### config.mk
export PLATFORM = sky130hd
export DESIGN_NAME = icu_ctrl
export DESIGN_NICKNAME = d
export VERILOG_FILES = /design/src/icu_pkg.sv /design/src/icu_ctrl.sv
export SDC_FILE = /design/constraint.sdc
export NUM_CORES = 1
export LEC_CHECK = 0
export BUFFER_PORTS_ARGS = -buffer_cell sky130_fd_sc_hd__buf_4
export CORE_AREA = 2 2 39 41
export DETAILED_ROUTE_END_ITERATION = 8
export DIE_AREA = 0 0 41 43
export PLACE_DENSITY = 0.52
export SYNTH_ARGS = -nofsm -noshare
export SYNTH_HDL_FRONTEND = slang
export SYNTH_SLANG_ARGS = --single-unit
### constraint.sdc
create_clock -name clock -period 1.4 [get_ports clock]
set_input_delay 0.21 -clock clock [delete_from_list [all_inputs] [get_ports clock]]
set_output_delay 0.21 -clock clock [all_outputs]
set_load 0.005 [all_outputs]
### src/icu_pkg.sv
// Shared types and constants of the ichimoku cloud indicator unit.
// Used by the interfaces, the controller and the datapath; no dependencies.
package icu_pkg;

   // Configuration register layout
   localparam int PERIOD_W     = 7;
   localparam int SHIFT_W      = 6;
   localparam int CSR_INDEX_W  = 3;
   localparam int CSR_DATA_W   = 7;
   localparam int NUM_WINDOWS  = 3;

   localparam logic [CSR_INDEX_W-1:0] REG_CONVERSION_PERIOD = 3'd0;
   localparam logic [CSR_INDEX_W-1:0] REG_BASE_PERIOD       = 3'd1;
   localparam logic [CSR_INDEX_W-1:0] REG_SPAN_B_PERIOD     = 3'd2;
   localparam logic [CSR_INDEX_W-1:0] REG_LEAD_SHIFT        = 3'd3;
   localparam logic [CSR_INDEX_W-1:0] REG_LAG_SHIFT         = 3'd4;

   localparam logic [PERIOD_W-1:0] CONVERSION_PERIOD_RST = 7'd9;
   localparam logic [PERIOD_W-1:0] BASE_PERIOD_RST       = 7'd26;
   localparam logic [PERIOD_W-1:0] SPAN_B_PERIOD_RST     = 7'd52;
   localparam logic [SHIFT_W-1:0]  LEAD_SHIFT_RST        = 6'd26;
   localparam logic [SHIFT_W-1:0]  LAG_SHIFT_RST         = 6'd26;

   // Window slots in the datapath
   localparam int WIN_CONV   = 0;
   localparam int WIN_BASE   = 1;
   localparam int WIN_SPAN_B = 2;

   // Controller to datapath
   typedef struct packed {
      logic accept;    // take the bar, write history
      logic setup;     // clamp periods, size the scan
      logic scan_run;  // walk the history
      logic sum;       // form high+low per window
      logic dwrite;    // write delay lines
      logic dread;     // read delayed values
      logic load_out;  // fill the response register
   } icu_cmd_type;

   // Datapath to controller
   typedef struct packed {
      logic scan_done;
   } icu_status_type;

endpackage

### src/icu_ctrl.sv
// Sequencer of the indicator unit: steps one request through setup, scan,
// delay lines and response. Depends on icu_pkg.
module icu_ctrl (
   input  logic                    clock,
   input  logic                    reset,
   input  logic                    req_valid,
   output logic                    req_ready,
   output logic                    rsp_valid,
   input  logic                    rsp_ready,
   output icu_pkg::icu_cmd_type    cmd,
   input  icu_pkg::icu_status_type status
);

   typedef enum logic [2:0] {
      ST_IDLE, ST_SETUP, ST_SCAN, ST_SUM, ST_DWRITE, ST_DREAD, ST_DOUT
   } state_type;

   state_type state_ff;
   logic      req_ready_ff;
   logic      rsp_valid_ff;
   logic      out_free;

   assign out_free  = !rsp_valid_ff || rsp_ready;
   assign req_ready = req_ready_ff;
   assign rsp_valid = rsp_valid_ff;

   always_comb begin
      cmd = '0;
      case (state_ff)
         ST_IDLE:   cmd.accept   = req_valid && req_ready_ff;
         ST_SETUP:  cmd.setup    = 1'b1;
         ST_SCAN:   cmd.scan_run = 1'b1;
         ST_SUM:    cmd.sum      = 1'b1;
         ST_DWRITE: cmd.dwrite   = 1'b1;
         ST_DREAD:  cmd.dread    = 1'b1;
         ST_DOUT:   cmd.load_out = out_free;
         default:   cmd = '0;
      endcase
   end

   always_ff @(posedge clock) begin
      if (reset) begin
         state_ff     <= ST_IDLE;
         req_ready_ff <= 1'b1;
         rsp_valid_ff <= 1'b0;
      end else begin
         // response register: loaded at the end of a request, cleared once taken
         if (state_ff == ST_DOUT && out_free) begin
            rsp_valid_ff <= 1'b1;
         end else if (rsp_valid_ff && rsp_ready) begin
            rsp_valid_ff <= 1'b0;
         end
         case (state_ff)
            ST_IDLE: begin
               if (req_valid && req_ready_ff) begin
                  state_ff     <= ST_SETUP;
                  req_ready_ff <= 1'b0;
               end
            end
            ST_SETUP:  state_ff <= ST_SCAN;
            ST_SCAN: begin
               if (status.scan_done) begin
                  state_ff <= ST_SUM;
               end
            end
            ST_SUM:    state_ff <= ST_DWRITE;
            ST_DWRITE: state_ff <= ST_DREAD;
            ST_DREAD:  state_ff <= ST_DOUT;
            ST_DOUT: begin
               // wait for the response register to drain
               if (out_free) begin
                  req_ready_ff <= 1'b1;
                  state_ff     <= ST_IDLE;
               end
            end
            default: begin
               state_ff     <= ST_IDLE;
               req_ready_ff <= 1'b1;
            end
         endcase
      end
   end

endmodule

==> impl_results.md <==
- Status: finished, final reports clean
- P per Cell Area: 1050 nW/um2
- Crit path required time: 1.19 ns
- Mapped cell area: 258 um2
- Final setup viols: 0
- R2r endpoint: req_ready
- Mean Syn Cell Area: 8.05 um2
- Reg clk slew, reported paths: 0.05 ns
- Slew HR: 73.6%
- Worst R2R Start: state_ff[0]
- CTS tree: built
- Share of layout cells above drive strength 1: 51.0%
- Max-slew violation count: 0
- Synth cell count leaders: dfxtp_1, nor2_1, a21oi_1
- Worst vdd ir: 0.467 mV
- Post-route clock period utilization: 95.6%
- HP Start: reset
- Crit path time final: 1.34 ns
- Die Span Y: 43 um
- Antenna Cells: 0
- DRT Pass-1 Iters: 2
- CP Launch Type: flip-flop
- Setup ws final: 0.0620 ns
- GRT Resource Usage Total: 9.14%
- Sw power: 0.000122 W
- Largest family of logic cells by synthesized area: simple AND/OR/NAND/NOR gates
- Placed cell area: 370 um2
- Leakage: 0.200 nW
- Internal: 0.000326 W
- Remaining DRCs: 0
- Yosys cell types: 20
- R2R setup slack: 0.26 ns
- Initial Util: 18.6%
- Worst clock skew: 0.00485 ns
- Initial antenna violation count: 0
- Vias: 270
- Ys Warns: 0
- Synth Area in Adders: 0%
- Routability cong.: 0.735
- Worst slew pin tran: 0.387 ns
- EDFF count, synth: 0
- FF+latch count, synth: 5
- CTS buffer count: 3
- Number of hold buffers added after cts: 0
- Synth Area in Compound Gates: 22.3%
- Fin nets: 55
- Die X-Extent: 41 um
- Iter 0 DRT Violations: 4
- Clock power share: 39.8%
- Mux cell area share after synthesis: 0%
- Asr flop ratio synth: 0%
- Share of the synthesized area in the top cell type: 38.8%
- H-tree depth: 1
- Detailed Place HPWL: 450 um
- R2R depth: 3
- RSZ-0062 raised after global routing: true
- Hold Slack: 0.143 ns
- Final Hold Fails: 0
- Register area share after synthesis: 38.8%
- Hold Path Class: input port to flip-flop
- Placed cells: 60
- DRT Wirelength: 626 um
- Sw Share: 27.3%
- Nature of the critical path endpoint: output pin
- Most frequent cell after synthesis: dfxtp_1
- Yosys top cell by area: dfxtp_1
- Total negative slack: 0 ns
- Setup WS pre-CTS: 0.197 ns
- Total grt overflow: 0
- Post-Synthesis Net Count: 37
- Clock Root Buffer: clkbuf_4
- CP Max Fanout: 6
- Max-capacitance violation count: 0
- Port Buffer Count: 13
- Final cell count without fillers: 65
- P&R area growth vs syn: 66.0%
- Synth Area in XOR/XNOR: 0%
- Comb pwr share: 20.5%
- # rows: 14
- Critical path arrival: 1.13 ns
- Drt wl/cell: 9.63 um
- Syn Inst Count: 32
- WHS Endpoint: state_ff[1]
- Clock sink count: 5
- Crit Path Class: flip-flop to output pin
- Ys flop type: dfxtp_1
- Pin count of the biggest net entering global routing: 10
- Max Clock Freq: 0.747 GHz
- Post-DR vias/cell: 4.15
- Longest Clk Path Bufs: 2
- Synth Area in Simple Gates: 34.0%
- Hold depth: 2
- Post-route antenna net violation count: 0
- First-pass GRT wire length: 1040 um
- Die area: 1760 um2
- Final Cell Area: 428 um2
- Core area: 1380 um2
- Reg power frac: 39.7%
- Top-Level Pins: 14
- Number of global-route vias before repair: 262
- Synth top area cells: dfxtp_1, a21oi_1, nor2_1
- Insertion delay to the later sink of the worst-skew pair: 0.25 ns
- Fillers: 156
state kept, by name, summed over array words and instances, names as in the netlist:
register / cells
req_ready: 1
rsp_valid: 1
state_ff: 3
layout by cell type, fill, tap and decap left out, types with 2 or more instances in the layout:
master	count
and2_1	2
a21oi_1	3
dfxtp_1	2
dfxtp_4	2
o21ai_0	2
nand2_1	2
nor2_1	4
buf_4	14
clkbuf_4	3
worst max-delay path, stage by stage, from the launching register on:
cell	delay, ns
dfxtp_4	0.37
and2b_2	0.24
and2_1	0.15
buf_4	0.13
kinds of logic after synthesis:
logic type             after synthesis
AOI/OAI and AO/OA                    9
DFF                                  5
and+or+nand+nor                     15
buffers and inverters                3
final cells by class:
cell class | instances | area (um2) | area share [%]
Tap cell | 16 | 20.0 | 4.68
Clock buffer | 4 | 26.3 | 6.14
Sequential cell | 5 | 109 | 25.4
Inverter | 2 | 7.51 | 1.75
Multi-Input combinational cell | 24 | 160 | 37.4
Timing Repair Buffer | 14 | 105 | 24.6
power by group through the flow:
stage / combinational [W] / clock [W] / sequential (W)
global route: 0.000102 / 0.000195 / 0.000180
finish: 0.0000917 / 0.000178 / 0.000178
floorplan: 0.0000466 / 0 / 0.000167
detailed placement: 0.0000808 / 0 / 0.000176
CTS: 0.0000832 / 0.000181 / 0.000176
global placement: 0.0000804 / 0 / 0.000175
routing by layer:
layer | wire length [um] | part of all wire [%] | GRT usage [%] | vias to the layer above
met3 | 31 | 5.0 | 3.14 | 2
met5 | 0 | 0 | 0 | -
met1 | 311 | 50 | 11.9 | 113
met4 | 24 | 3.8 | 8.00 | 0
li1 | - | - | - | 146
met2 | 259 | 41 | 11.3 | 9
repair_timing:
item | in CTS | in global routing
buffers inserted | 0 | 1
resized for setup | 3 | 4
pin swaps | 0 | 2
endpoints found under the setup margin | 2 | 5
worst max path at each step:
stage	cells after the start	slack (ns)	from	endpoint
2_1_floorplan	3	0.29	state_ff[1]	cmd[6]
3_3_place_gp	3	0.21	state_ff[1]	cmd[6]
3_5_place_dp	3	0.20	state_ff[1]	cmd[6]
4_1_cts	3	-0.01	state_ff[2]	cmd[3]
5_1_grt	3	-0.01	state_ff[0]	cmd[6]
6_report	3	0.06	state_ff[0]	cmd[4]
metrics by stage:
step | util, % | total power, W
final | 30.9 | 0.000448
after CTS | 29.3 | 0.000440
after global routing | 30.9 | 0.000478
after detailed placement | 26.8 | 0.000256
after global placement | 26.8 | 0.000256
after floorplan | - | 0.000213
(Power assumes the default switching activity.)
